--- src/abhv_pkg.sv ---
// Shared types and constants for the array blob header validator.
`default_nettype none

package abhv_pkg;

    // Default build values for the top-level parameters
    localparam int DEF_VALUE_BYTES = 8;
    localparam int DEF_COUNT_WIDTH = 64;

    // Fixed field widths
    localparam int WORD_W   = 32;
    localparam int LEN_W    = 32;
    localparam int DIM_W    = 30;
    localparam int STATUS_W = 3;

    // Bytes taken by the count word and by each size word
    localparam logic [LEN_W-1:0] HDR_BYTES = 32'd4;

    // Verdict codes
    typedef enum logic [STATUS_W-1:0] {
        ST_OK    = 3'd0,
        ST_SHORT = 3'd1,
        ST_DIMS  = 3'd2,
        ST_NEG   = 3'd3,
        ST_OVF   = 3'd4,
        ST_LEN   = 3'd5
    } t_status;

    // Event passed from the header walker to the verdict stage
    typedef struct packed {
        logic             fin_chk;   // all sizes seen: run the length check
        t_status          status;    // verdict when fin_chk is low
        logic [DIM_W-1:0] dims;      // dimension count of the blob
        logic [LEN_W-1:0] blob_len;  // total blob length in bytes
    } t_evt;

endpackage

`default_nettype wire

--- src/abhv_verdict.sv ---
// Verdict stage: element byte check and the result register.
`default_nettype none

module abhv_verdict #(
    parameter int VALUE_BYTES = abhv_pkg::DEF_VALUE_BYTES,
    parameter int COUNT_WIDTH = abhv_pkg::DEF_COUNT_WIDTH
) (
    input  wire                              i_clk,
    input  wire                              i_rst_n,
    // event from the header walker
    input  wire                              i_valid,
    output logic                             o_ready,
    input  wire  abhv_pkg::t_evt             i_ev,
    input  wire  [COUNT_WIDTH-1:0]           i_product,
    // result register
    output logic                             o_valid,
    input  wire                              i_ready,
    output abhv_pkg::t_status                o_status,
    output logic [abhv_pkg::DIM_W-1:0]       o_dims,
    output logic [abhv_pkg::DIM_W-1:0]       o_values,
    output logic [abhv_pkg::LEN_W-1:0]       o_offset
);

    localparam int VB_W = COUNT_WIDTH + 4;

    logic                             r_valid;
    abhv_pkg::t_status                r_status, n_status;
    logic [abhv_pkg::DIM_W-1:0]       r_dims,   n_dims;
    logic [abhv_pkg::DIM_W-1:0]       r_values, n_values;
    logic [abhv_pkg::LEN_W-1:0]       r_offset, n_offset;

    logic [abhv_pkg::LEN_W-1:0]       header;
    logic [abhv_pkg::LEN_W-1:0]       rest;
    logic [VB_W-1:0]                  vbytes;
    logic                             vb_ovf;
    logic                             len_ok;
    logic                             accept;

    assign o_ready = !r_valid || i_ready;
    assign accept  = i_valid && o_ready;

    // Header size, bytes left for values, and bytes the values need
    assign header = {i_ev.dims, 2'b00} + abhv_pkg::HDR_BYTES;
    assign rest   = i_ev.blob_len - header;
    assign vbytes = VB_W'(i_product) * VB_W'(VALUE_BYTES);
    assign vb_ovf = (vbytes >> COUNT_WIDTH) != '0;
    assign len_ok = vbytes == VB_W'(rest);

    // Final status and fields
    always_comb begin
        n_status = i_ev.status;
        n_dims   = '0;
        n_values = '0;
        n_offset = '0;
        if (i_ev.fin_chk) begin
            if (vb_ovf) begin
                n_status = abhv_pkg::ST_OVF;
            end else if (!len_ok) begin
                n_status = abhv_pkg::ST_LEN;
            end else begin
                n_status = abhv_pkg::ST_OK;
                n_dims   = i_ev.dims;
                n_values = i_product[abhv_pkg::DIM_W-1:0];
                n_offset = header;
            end
        end
    end

    // Result valid
    always_ff @(posedge i_clk) begin
        if (!i_rst_n) begin
            r_valid <= 1'b0;
        end else if (o_ready) begin
            r_valid <= i_valid;
        end
    end

    // Result payload
    always_ff @(posedge i_clk) begin
        if (accept) begin
            r_status <= n_status;
            r_dims   <= n_dims;
            r_values <= n_values;
            r_offset <= n_offset;
        end
    end

    assign o_valid  = r_valid;
    assign o_status = r_status;
    assign o_dims   = r_dims;
    assign o_values = r_values;
    assign o_offset = r_offset;

    // Errors carry zero fields
    a_err_zero: assert property (@(posedge i_clk) disable iff (!i_rst_n)
        (r_valid && r_status != abhv_pkg::ST_OK) |->
            (r_dims == '0 && r_values == '0 && r_offset == '0))
        else $error("error verdict with nonzero fields");

    // A good verdict points past the count word and one word per dimension
    a_ok_offset: assert property (@(posedge i_clk) disable iff (!i_rst_n)
        (r_valid && r_status == abhv_pkg::ST_OK) |->
            (r_offset == {r_dims, 2'b00} + abhv_pkg::HDR_BYTES && r_dims != '0))
        else $error("data offset does not match dimension count");

endmodule

`default_nettype wire

--- config.mk ---
export PLATFORM = sky130hd
export DESIGN_NAME = abhv_verdict
export DESIGN_NICKNAME = d
export VERILOG_FILES = /design/src/abhv_pkg.sv /design/src/abhv_verdict.sv
export SDC_FILE = /design/constraint.sdc
export NUM_CORES = 1
export LEC_CHECK = 0
export BUFFER_PORTS_ARGS = -buffer_cell sky130_fd_sc_hd__buf_4
export CAP_MARGIN = 20
export CORE_MARGIN = 5
export CORE_UTILIZATION = 51
export DETAILED_ROUTE_END_ITERATION = 7
export PLACE_DENSITY = 0.84
export SLEW_MARGIN = 0
export SYNTH_ARGS = -nofsm -noshare
export SYNTH_HDL_FRONTEND = slang
export SYNTH_SLANG_ARGS = --single-unit
--- constraint.sdc ---
create_clock -name i_clk -period 6.2 [get_ports i_clk]
set_input_delay 0.62 -clock i_clk [delete_from_list [all_inputs] [get_ports i_clk]]
set_output_delay 0.62 -clock i_clk [all_outputs]
set_load 0.1 [all_outputs]
Word level (Yosys, flattened, before mapping)

Index checks and enable logic that the tools add are counted.

Mux-type cells: 3
Add/sub/neg operators: 2
Bitwise gates (word level): 2
Reductions and logical operators: 5
Div/mod/pow operators: 0
Shifts and indexed selects: 0
Order comparisons: 0
$mul: 0
Equality and inequality tests: 1

Operators with widths:

| kind                                           | count |
|---|---|
| nonzero test 68 bit                            | 1 |
| equality test 67 x 32 -> 1 bit                 | 1 |
| adder 32 x 3 -> 32 bit (second input constant) | 1 |
| subtractor 32 bit                              | 1 |
| two-way mux 3 bit                              | 3 |
| OR reduction 3 bit                             | 1 |
| NOT 1 bit                                      | 2 |
| logical AND 1 bit                              | 1 |
| zero test 1 bit                                | 1 |
| logical OR 1 bit                               | 1 |

Bits in latches: 0
ROM bits: 0
Flip-flop bits (word level): 96
Output and inout port bits: 97
Bits in writable memories: 0
Word-level logic and storage cells: 18
Input port bits: 134
Memories kept: 0

Logic depth before layout (Yosys ltp)

Gate-level depths: netlist of run 1.

Depth after elaboration: 6
Depth in mapped cells: 19
Depth with buffers taken out: 18

Worst setup path after synthesis of run 1

OpenSTA, ideal clock, no wires.

Kind: input port to flip-flop
Start: input i_ev[39] (netlist name)
End: register r_status[2], in the netlist o_status[2], data pin
Library setup time: 0.254 ns
Buffers on the path: 1
Arrival: 4.631 ns
Path slack: 1.315 ns
Data required time: 5.946 ns
Stages: 19
Cells stage by stage: and4_1 -> and3_1 -> and2_1 -> nand4_1 -> or2_2 -> nor2_1 -> nand3_1 -> xor2_1 -> ha_1 -> nand2_1 -> o21ai_0 -> nand2b_1 -> nor2_1 -> o41a_1 -> or4_1 -> or4_4 -> nor4_4 -> clkbuf_2 -> nor2_1

Word-level cells in the longest chain between the ends: 6

Ends and longest elaborated chain:

| item                           | RTL line           | text |
|---|---|---|
| from (decl)                    | abhv_verdict.sv:13 | `input wire abhv_pkg::t_evt i_ev,` |
| adder 32 x 3 -> 32 bit         | abhv_verdict.sv:43 | `assign header = {i_ev.dims, 2'b00} + abhv_pkg::HDR_BYTES;` |
| subtractor 32 bit              | abhv_verdict.sv:44 | `assign rest = i_ev.blob_len - header;` |
| equality test 67 x 32 -> 1 bit | abhv_verdict.sv:47 | `assign len_ok = vbytes == VB_W'(rest);` |
| two-way mux 3 bit              | abhv_verdict.sv:58 | `end else if (!len_ok) begin` |
| two-way mux 3 bit              | abhv_verdict.sv:56 | `if (vb_ovf) begin` |
| two-way mux 3 bit              | abhv_verdict.sv:55 | `if (i_ev.fin_chk) begin` |
| named net n_status[2]          | abhv_verdict.sv:27 | `abhv_pkg::t_status r_status, n_status;` |
| to (signal assigned)           | abhv_verdict.sv:81 | `r_status <= n_status;` |
| to (decl)                      | abhv_verdict.sv:27 |  |

The timed path passes the listed nets, and every way through them passes these cells.
A chain may end at the register's enable or synchronous reset.

Final worst setup path of run 1

Start: input i_ev[39] (netlist name)
End: register r_dims, in the netlist o_dims[18], data pin

Word-level cells in the longest chain between the ends: 5

Ends and longest elaborated chain:

| item                           | RTL line           | text |
|---|---|---|
| adder 32 x 3 -> 32 bit         | abhv_verdict.sv:43 |  |
| subtractor 32 bit              | abhv_verdict.sv:44 |  |
| equality test 67 x 32 -> 1 bit | abhv_verdict.sv:47 |  |
| NOT 1 bit (no line)            | -                  |  |
| OR reduction 3 bit (no line)   | -                  |  |
| to (signal assigned)           | abhv_verdict.sv:82 | `r_dims <= n_dims;` |
| to (decl)                      | abhv_verdict.sv:28 | `logic [abhv_pkg::DIM_W-1:0] r_dims, n_dims;` |

No other way between the ends.

==> results of run 1 <==
## flip-flops by register name, summed over array words and instances, names as in the netlist
signal,count
o_dims,30
o_status,3
o_values,30
o_valid,1
o_offset,30
## power by group through the flow
stage          Combinational, mW  Clock, mW  Sequential (mW)
2_1_floorplan              0.250          0            0.980
3_3_place_gp               0.685          0            0.752
3_5_place_dp               0.689          0            0.753
4_1_cts                    0.691      0.631            0.740
5_1_grt                    0.738      0.662            0.741
6_report                   0.702      0.630            0.739
## final cells by class
class                      count  area [µm²]  share of cell area (%)
clock buffer                  10         239                    2.78
multi-input combinational    502        3430                    40.0
inverter                      11        41.3                   0.481
timing repair buffer         231        1750                    20.4
antenna                        1        2.50                  0.0291
clock inverter                 6        97.6                    1.14
tap                          168         210                    2.45
sequential                    94        2810                    32.7
## critical path, cell delays in order
cell,delay (ns)
buf_4,0.11
and4_1,0.28
and3_1,0.19
and2_1,0.17
nand4_1,0.13
or2_2,0.31
xor2_1,0.17
ha_1,0.42
nand2_1,0.08
o21ai_1,0.54
nand2b_1,0.25
o21ai_0,0.09
nor4_1,0.54
nand4_1,0.20
or4_1,0.57
nor4_4,0.17
buf_4,0.52
and2_1,0.25
## metal layers
layer,part of all wire [%],wire length (µm),vias to the layer above
met5,0,0,-
met4,3.5,762,0
met3,7.4,1610,58
met2,50,10900,328
met1,39,8500,2872
li1,-,-,2782
## cells by family (layout without fill, tap and decap cells)
logic type      count (synthesis)  in the layout  share of synthesized area [%]
flops                          94             94                           44.0
other cells                     1              4                         0.0587
xor+xnor                       65             65                           9.12
buf+inv                        36            258                           2.45
compound gates                127            127                           13.0
fa+ha+maj                      31             31                           6.19
simple gates                  271            271                           24.4
mux                             5              5                          0.783
## cell usage after synthesis, types with 3 or more instances
cell	count	area (µm²)
o21a_1	4	30.0
a21o_1	10	75.1
inv_1	11	41.3
nand4_1	18	113
o2111ai_1	5	43.8
clkbuf_1	12	45.0
o21ai_0	29	145
mux2i_1	5	50.1
a211oi_1	6	45.0
or3_1	3	18.8
a31oi_1	4	25.0
a21oi_1	34	170
xor2_1	36	315
nor3_1	12	60.1
a22oi_1	3	22.5
edfxtp_1	93	2790
o211ai_1	5	37.5
nor2_1	27	101
and2_1	66	413
xnor2_1	28	245
and3_1	8	50.1
nand3_1	24	120
nor4_1	14	87.6
clkbuf_2	9	45.0
ha_1	30	375
nor2b_1	17	106
nand2_1	41	154
and2b_1	14	105
nand2b_1	6	37.5
or4_1	4	30.0
and4_1	9	78.8
## final timing paths
check             cells after the start  slack (ns)          end  startpoint
setup reg to reg                      3        4.51  o_values[6]     o_valid
hold reg to reg                       2        0.61      o_valid     o_valid
hold / removal                        2        0.52      o_valid     i_rst_n
setup / recovery                     18        0.76   o_dims[18]    i_ev[39]
==> impl_metrics.env, run 1 <==
export IMPL_outcome="completed"
export IMPL_fin_crit_sh_pct=87.7
export IMPL_dieArea_um2=14900
export IMPL_top_level_ports=231
export IMPL_setup_slack_ns=0.764
export IMPL_swShare_pct=36.7
export IMPL_routed_wirelength_um=21700
export IMPL_cp_required_ns=6.42
export IMPL_h_tree_depth=3
export IMPL_use_met3_pct=4.97
export IMPL_pre_cts_slack_ns=0.499
export IMPL_clk_pin_slew_ns=0.07
export IMPL_setup_violations=0
export IMPL_grt_start_max_net_pins=94
export IMPL_period_minus_slack_ns=5.44
export IMPL_cts_buffer_depth=2
export IMPL_die_x_um=122
export IMPL_fin_cells=1023
export IMPL_power_density_nw_per_um2=241
export IMPL_fin_nets=1014
export IMPL_grt_overflow=0
export IMPL_worst_ir_drop_vdd_v=0.000126
export IMPL_intPower_mw=1.31
export IMPL_relSlewSlack_pct=43.2
export IMPL_place_hpwl_um=17000
export IMPL_vias=6040
export IMPL_p_switching_mw=0.759
export IMPL_final_common_cell="buf_4"
export IMPL_p_leak_nw=3.62
export IMPL_die_h_um=122
export IMPL_place_area_um2=8220
export IMPL_root_buffer="clkbuf_16"
export IMPL_final_cell_mix="buf_4, edfxtp_1, and2_1, nand2_1, xor2_1"
export IMPL_cts_buffers=9
export IMPL_worstMarginPinSlew_ns=0.842
export IMPL_seq_area_frac_synth_pct=44.0
export IMPL_ant_nets=0
export IMPL_rsz0062_at_grt="false"
export IMPL_gp_congestion=0.933
export IMPL_top_usage_layer="met2"
export IMPL_max_cap_viol_count=0
export IMPL_cts_tree="yes"
export IMPL_port_buffers=228
export IMPL_clk_latency_ns=0.36
export IMPL_post_route_cell_area_um2=8590
export IMPL_power_frac_seq_pct=35.7
export IMPL_grt_use_total_pct=27.9
export IMPL_max_freq_mhz=184
export IMPL_ctsResizeCount=0
export IMPL_dr_pass1_iters=5
export IMPL_synth_edf_count=93
export IMPL_arrival_ns=5.66
export IMPL_syn_area_um2=6390
export IMPL_hold_class="in -> reg"
export IMPL_pwr_share_comb_pct=33.9
export IMPL_numClockSinks=94
export IMPL_clock_skew_ns=0.00841
export IMPL_core_um2=12200
export IMPL_start_util_pct=52.6
export IMPL_drt_iter0_drc=567
export IMPL_crit_fanout=73
export IMPL_power_share_clock_pct=30.4
export IMPL_remaining_drc_errors=0
export IMPL_syn_to_final_growth_pct=34.4
export IMPL_grt_pass1_wl_um=31900
export IMPL_syn_area_per_cell_um2=10.1
export IMPL_synth_warning_count=0
export IMPL_drive_above_1_share_pct=30.0
export IMPL_synth_main_ff_cell="edfxtp_1"
export IMPL_ys_seq_elements=94
export IMPL_startpoint_type="input pin"
export IMPL_antenna_found_initial=1
export IMPL_setup_tns_final_ns=0
export IMPL_via_per_inst=5.90
export IMPL_fin_util_pct=70.6
export IMPL_synthCells=630
export IMPL_holdWs_ns=0.523
export IMPL_core_rowCount=40
export IMPL_cts_setup_buffers=0
export IMPL_synthArstFlopShare_pct=0
export IMPL_dp_cells=1005
export IMPL_fillers=884
export IMPL_post_synth_num_cell_types=66
export IMPL_maxSlewViolCount=0
export IMPL_hold_violations=0
export IMPL_grt_use_met2_pct=47.7
export IMPL_critPathKind="in -> reg"
export IMPL_ctsHoldBuffers=0
export IMPL_power_total_mw=2.07
export IMPL_wl_per_cell_um=21.2
export IMPL_use_met1_pct=34.5
export IMPL_end_kind="flip-flop"
export IMPL_grt_pass1_vias=5935
No activity file was read; power rests on OpenSTA's default activity.
==> run 2: changes to the inputs <==
--- a/config.mk
+++ b/config.mk
@@ -5,8 +5,10 @@
 export SDC_FILE = /design/constraint.sdc
 export NUM_CORES = 1
 export LEC_CHECK = 0
+export ABC_AREA = 0
 export BUFFER_PORTS_ARGS = -buffer_cell sky130_fd_sc_hd__buf_4
 export CAP_MARGIN = 20
+export CORE_ASPECT_RATIO = 1.5
 export CORE_MARGIN = 5
 export CORE_UTILIZATION = 51
 export DETAILED_ROUTE_END_ITERATION = 7
==> run 2 against run 1 <==
Net effect: power fell by 1.0%; first-iteration DRC count fell by 37%; final area fell by 0.58%; critical path depth rose by 2; routed wire length fell by 0.31%; clock skew rose by 0.0022 ns; non-clock buffer count fell by 1; core utilization fell by 1.7 points; sequential power barely moved.
==> impl_metrics.env, run 2 (same netlist as run 1, synthesis figures left out) <==
export IMPL_drive_above_1_share_pct=29.8
export IMPL_wl_per_cell_um=21.5
export IMPL_critPathKind="in -> reg"
export IMPL_crit_fanout=90
export IMPL_die_x_um=101
export IMPL_fin_crit_sh_pct=85.8
export IMPL_ctsHoldBuffers=0
export IMPL_worst_ir_drop_vdd_v=0.000131
export IMPL_via_per_inst=5.89
export IMPL_ff_latch_area_um2=2810
export IMPL_hold_violations=0
export IMPL_hold_class="in -> reg"
export IMPL_ant_nets=0
export IMPL_holdPathStages=2
export IMPL_grt_use_total_pct=28.2
export IMPL_dr_pass1_iters=5
export IMPL_grt_pass1_vias=5961
export IMPL_antenna_found_initial=0
export IMPL_rr_worst_depth=3
export IMPL_clock_skew_ns=0.0106
export IMPL_core_rowCount=50
export IMPL_max_freq_mhz=188
export IMPL_die_h_um=147
export IMPL_cp_required_ns=6.40
export IMPL_pre_cts_slack_ns=0.593
export IMPL_setup_slack_ns=0.880
export IMPL_cts_setup_buffers=0
export IMPL_reg2reg_slack_ns=4.19
export IMPL_clk_latency_ns=0.35
export IMPL_top_level_ports=231
export IMPL_setup_violations=0
export IMPL_start_util_pct=51.6
export IMPL_root_buffer="clkbuf_16"
export IMPL_final_common_cell="buf_4"
export IMPL_gp_congestion=0.941
export IMPL_ctsResizeCount=0
export IMPL_dieArea_um2=14900
export IMPL_grt_overflow=0
export IMPL_period_minus_slack_ns=5.32
export IMPL_rsz0062_at_grt="false"
export IMPL_fillers=942
export IMPL_numClockSinks=94
export IMPL_multiInputGateArea_um2=3430
export IMPL_cts_buffers=9
export IMPL_core_um2=12400
export IMPL_vias=5943
export IMPL_setup_tns_final_ns=0
export IMPL_port_buffers=228
export IMPL_antenna_cells=0
export IMPL_p_leak_nw=3.60
export IMPL_grt_pass1_wl_um=32100
export IMPL_maxSlewViolCount=0
export IMPL_holdPathEnd="o_valid"
export IMPL_arrival_ns=5.52
export IMPL_routed_wirelength_um=21700
export IMPL_startpoint_type="input pin"
export IMPL_outcome="completed"
export IMPL_place_hpwl_um=17400
export IMPL_cts_tree="yes"
export IMPL_cts_buffer_depth=2
export IMPL_drt_iter0_drc=360
export IMPL_remaining_drc_errors=0
export IMPL_end_kind="flip-flop"
export IMPL_r2r_end="o_values[14]"
export IMPL_relSlewSlack_pct=44.2
export IMPL_max_cap_viol_count=0
export IMPL_h_tree_depth=3
export IMPL_grt_start_max_net_pins=91
export IMPL_min_from="i_rst_n"
export IMPL_syn_to_final_growth_pct=33.6
export IMPL_fin_nets=1013
export IMPL_worstMarginPinSlew_ns=0.829
export IMPL_power_density_nw_per_um2=240
export IMPL_final_cell_mix="buf_4, edfxtp_1, and2_1, nand2_1, xor2_1"
export IMPL_clk_pin_slew_ns=0.07
export IMPL_timing_rr_start="o_valid"
[run 2: stage by stage]
stage	instance area [µm²]	util (%)	std cells	total power, mW	hold WS, ns
floorplan	6400	-	632	1.23	0.759
global placement	8220	66.4	993	1.44	0.525
detailed placement	8220	66.4	993	1.45	0.562
CTS	8540	68.9	1009	2.05	0.536
global route	8540	68.9	1009	2.11	0.543
finish	8540	68.9	1009	2.05	0.543
[run 2: report_power, final]
group / switching (mW) / internal [mW] / total [mW]
Combinational: 0.495 / 0.211 / 0.707
Sequential: 0.00926 / 0.729 / 0.738
Clock: 0.251 / 0.354 / 0.605
[run 2: area by class of cell]
cell class,count,share of cell area [%]
sequential,94,32.9
timing repair buffer,230,20.4
clock buffer,9,2.64
tap,156,2.29
multi-input combinational,502,40.2
clock inverter,7,1.10
inverter,11,0.484
[run 2: worst max path at each step]
stage | from | endpoint | cells after the start | slack [ns]
after floorplan | i_ev[39] | o_status[2] | 19 | 1.32
after global placement | i_ev[39] | o_status[2] | 20 | 0.62
after detailed placement | i_ev[39] | o_offset[24] | 20 | 0.59
after CTS | i_ev[39] | o_offset[24] | 20 | 0.94
after global routing | i_ev[39] | o_offset[21] | 20 | 0.62
final | i_ev[39] | o_offset[21] | 20 | 0.88
[run 2: routing by layer]
layer	wire length, µm	vias to the layer above	GRT usage, %	part of all wire, %
li1	-	2779	-	-
met1	8030	2835	32.7	37
met2	11200	264	49.4	52
met4	1250	0	15.2	5.8
met5	0	-	0	0
met3	1190	65	3.71	5.5
[run 2: worst max-delay path, stage by stage]
cell     delay, ns
buf_4         0.12
and4_1        0.29
and3_1        0.19
and2_1        0.17
nand4_1       0.12
or2_2         0.31
nor2_1        0.16
nand3_1       0.11
xor2_1        0.18
ha_1          0.38
nand2_1       0.09
o21ai_0       0.39
a21oi_1       0.20
nand2_1       0.18
nor4b_1       0.07
or4_1         0.55
or4_4         0.56
nor4_4        0.27
buf_12        0.33
nor2b_1       0.20
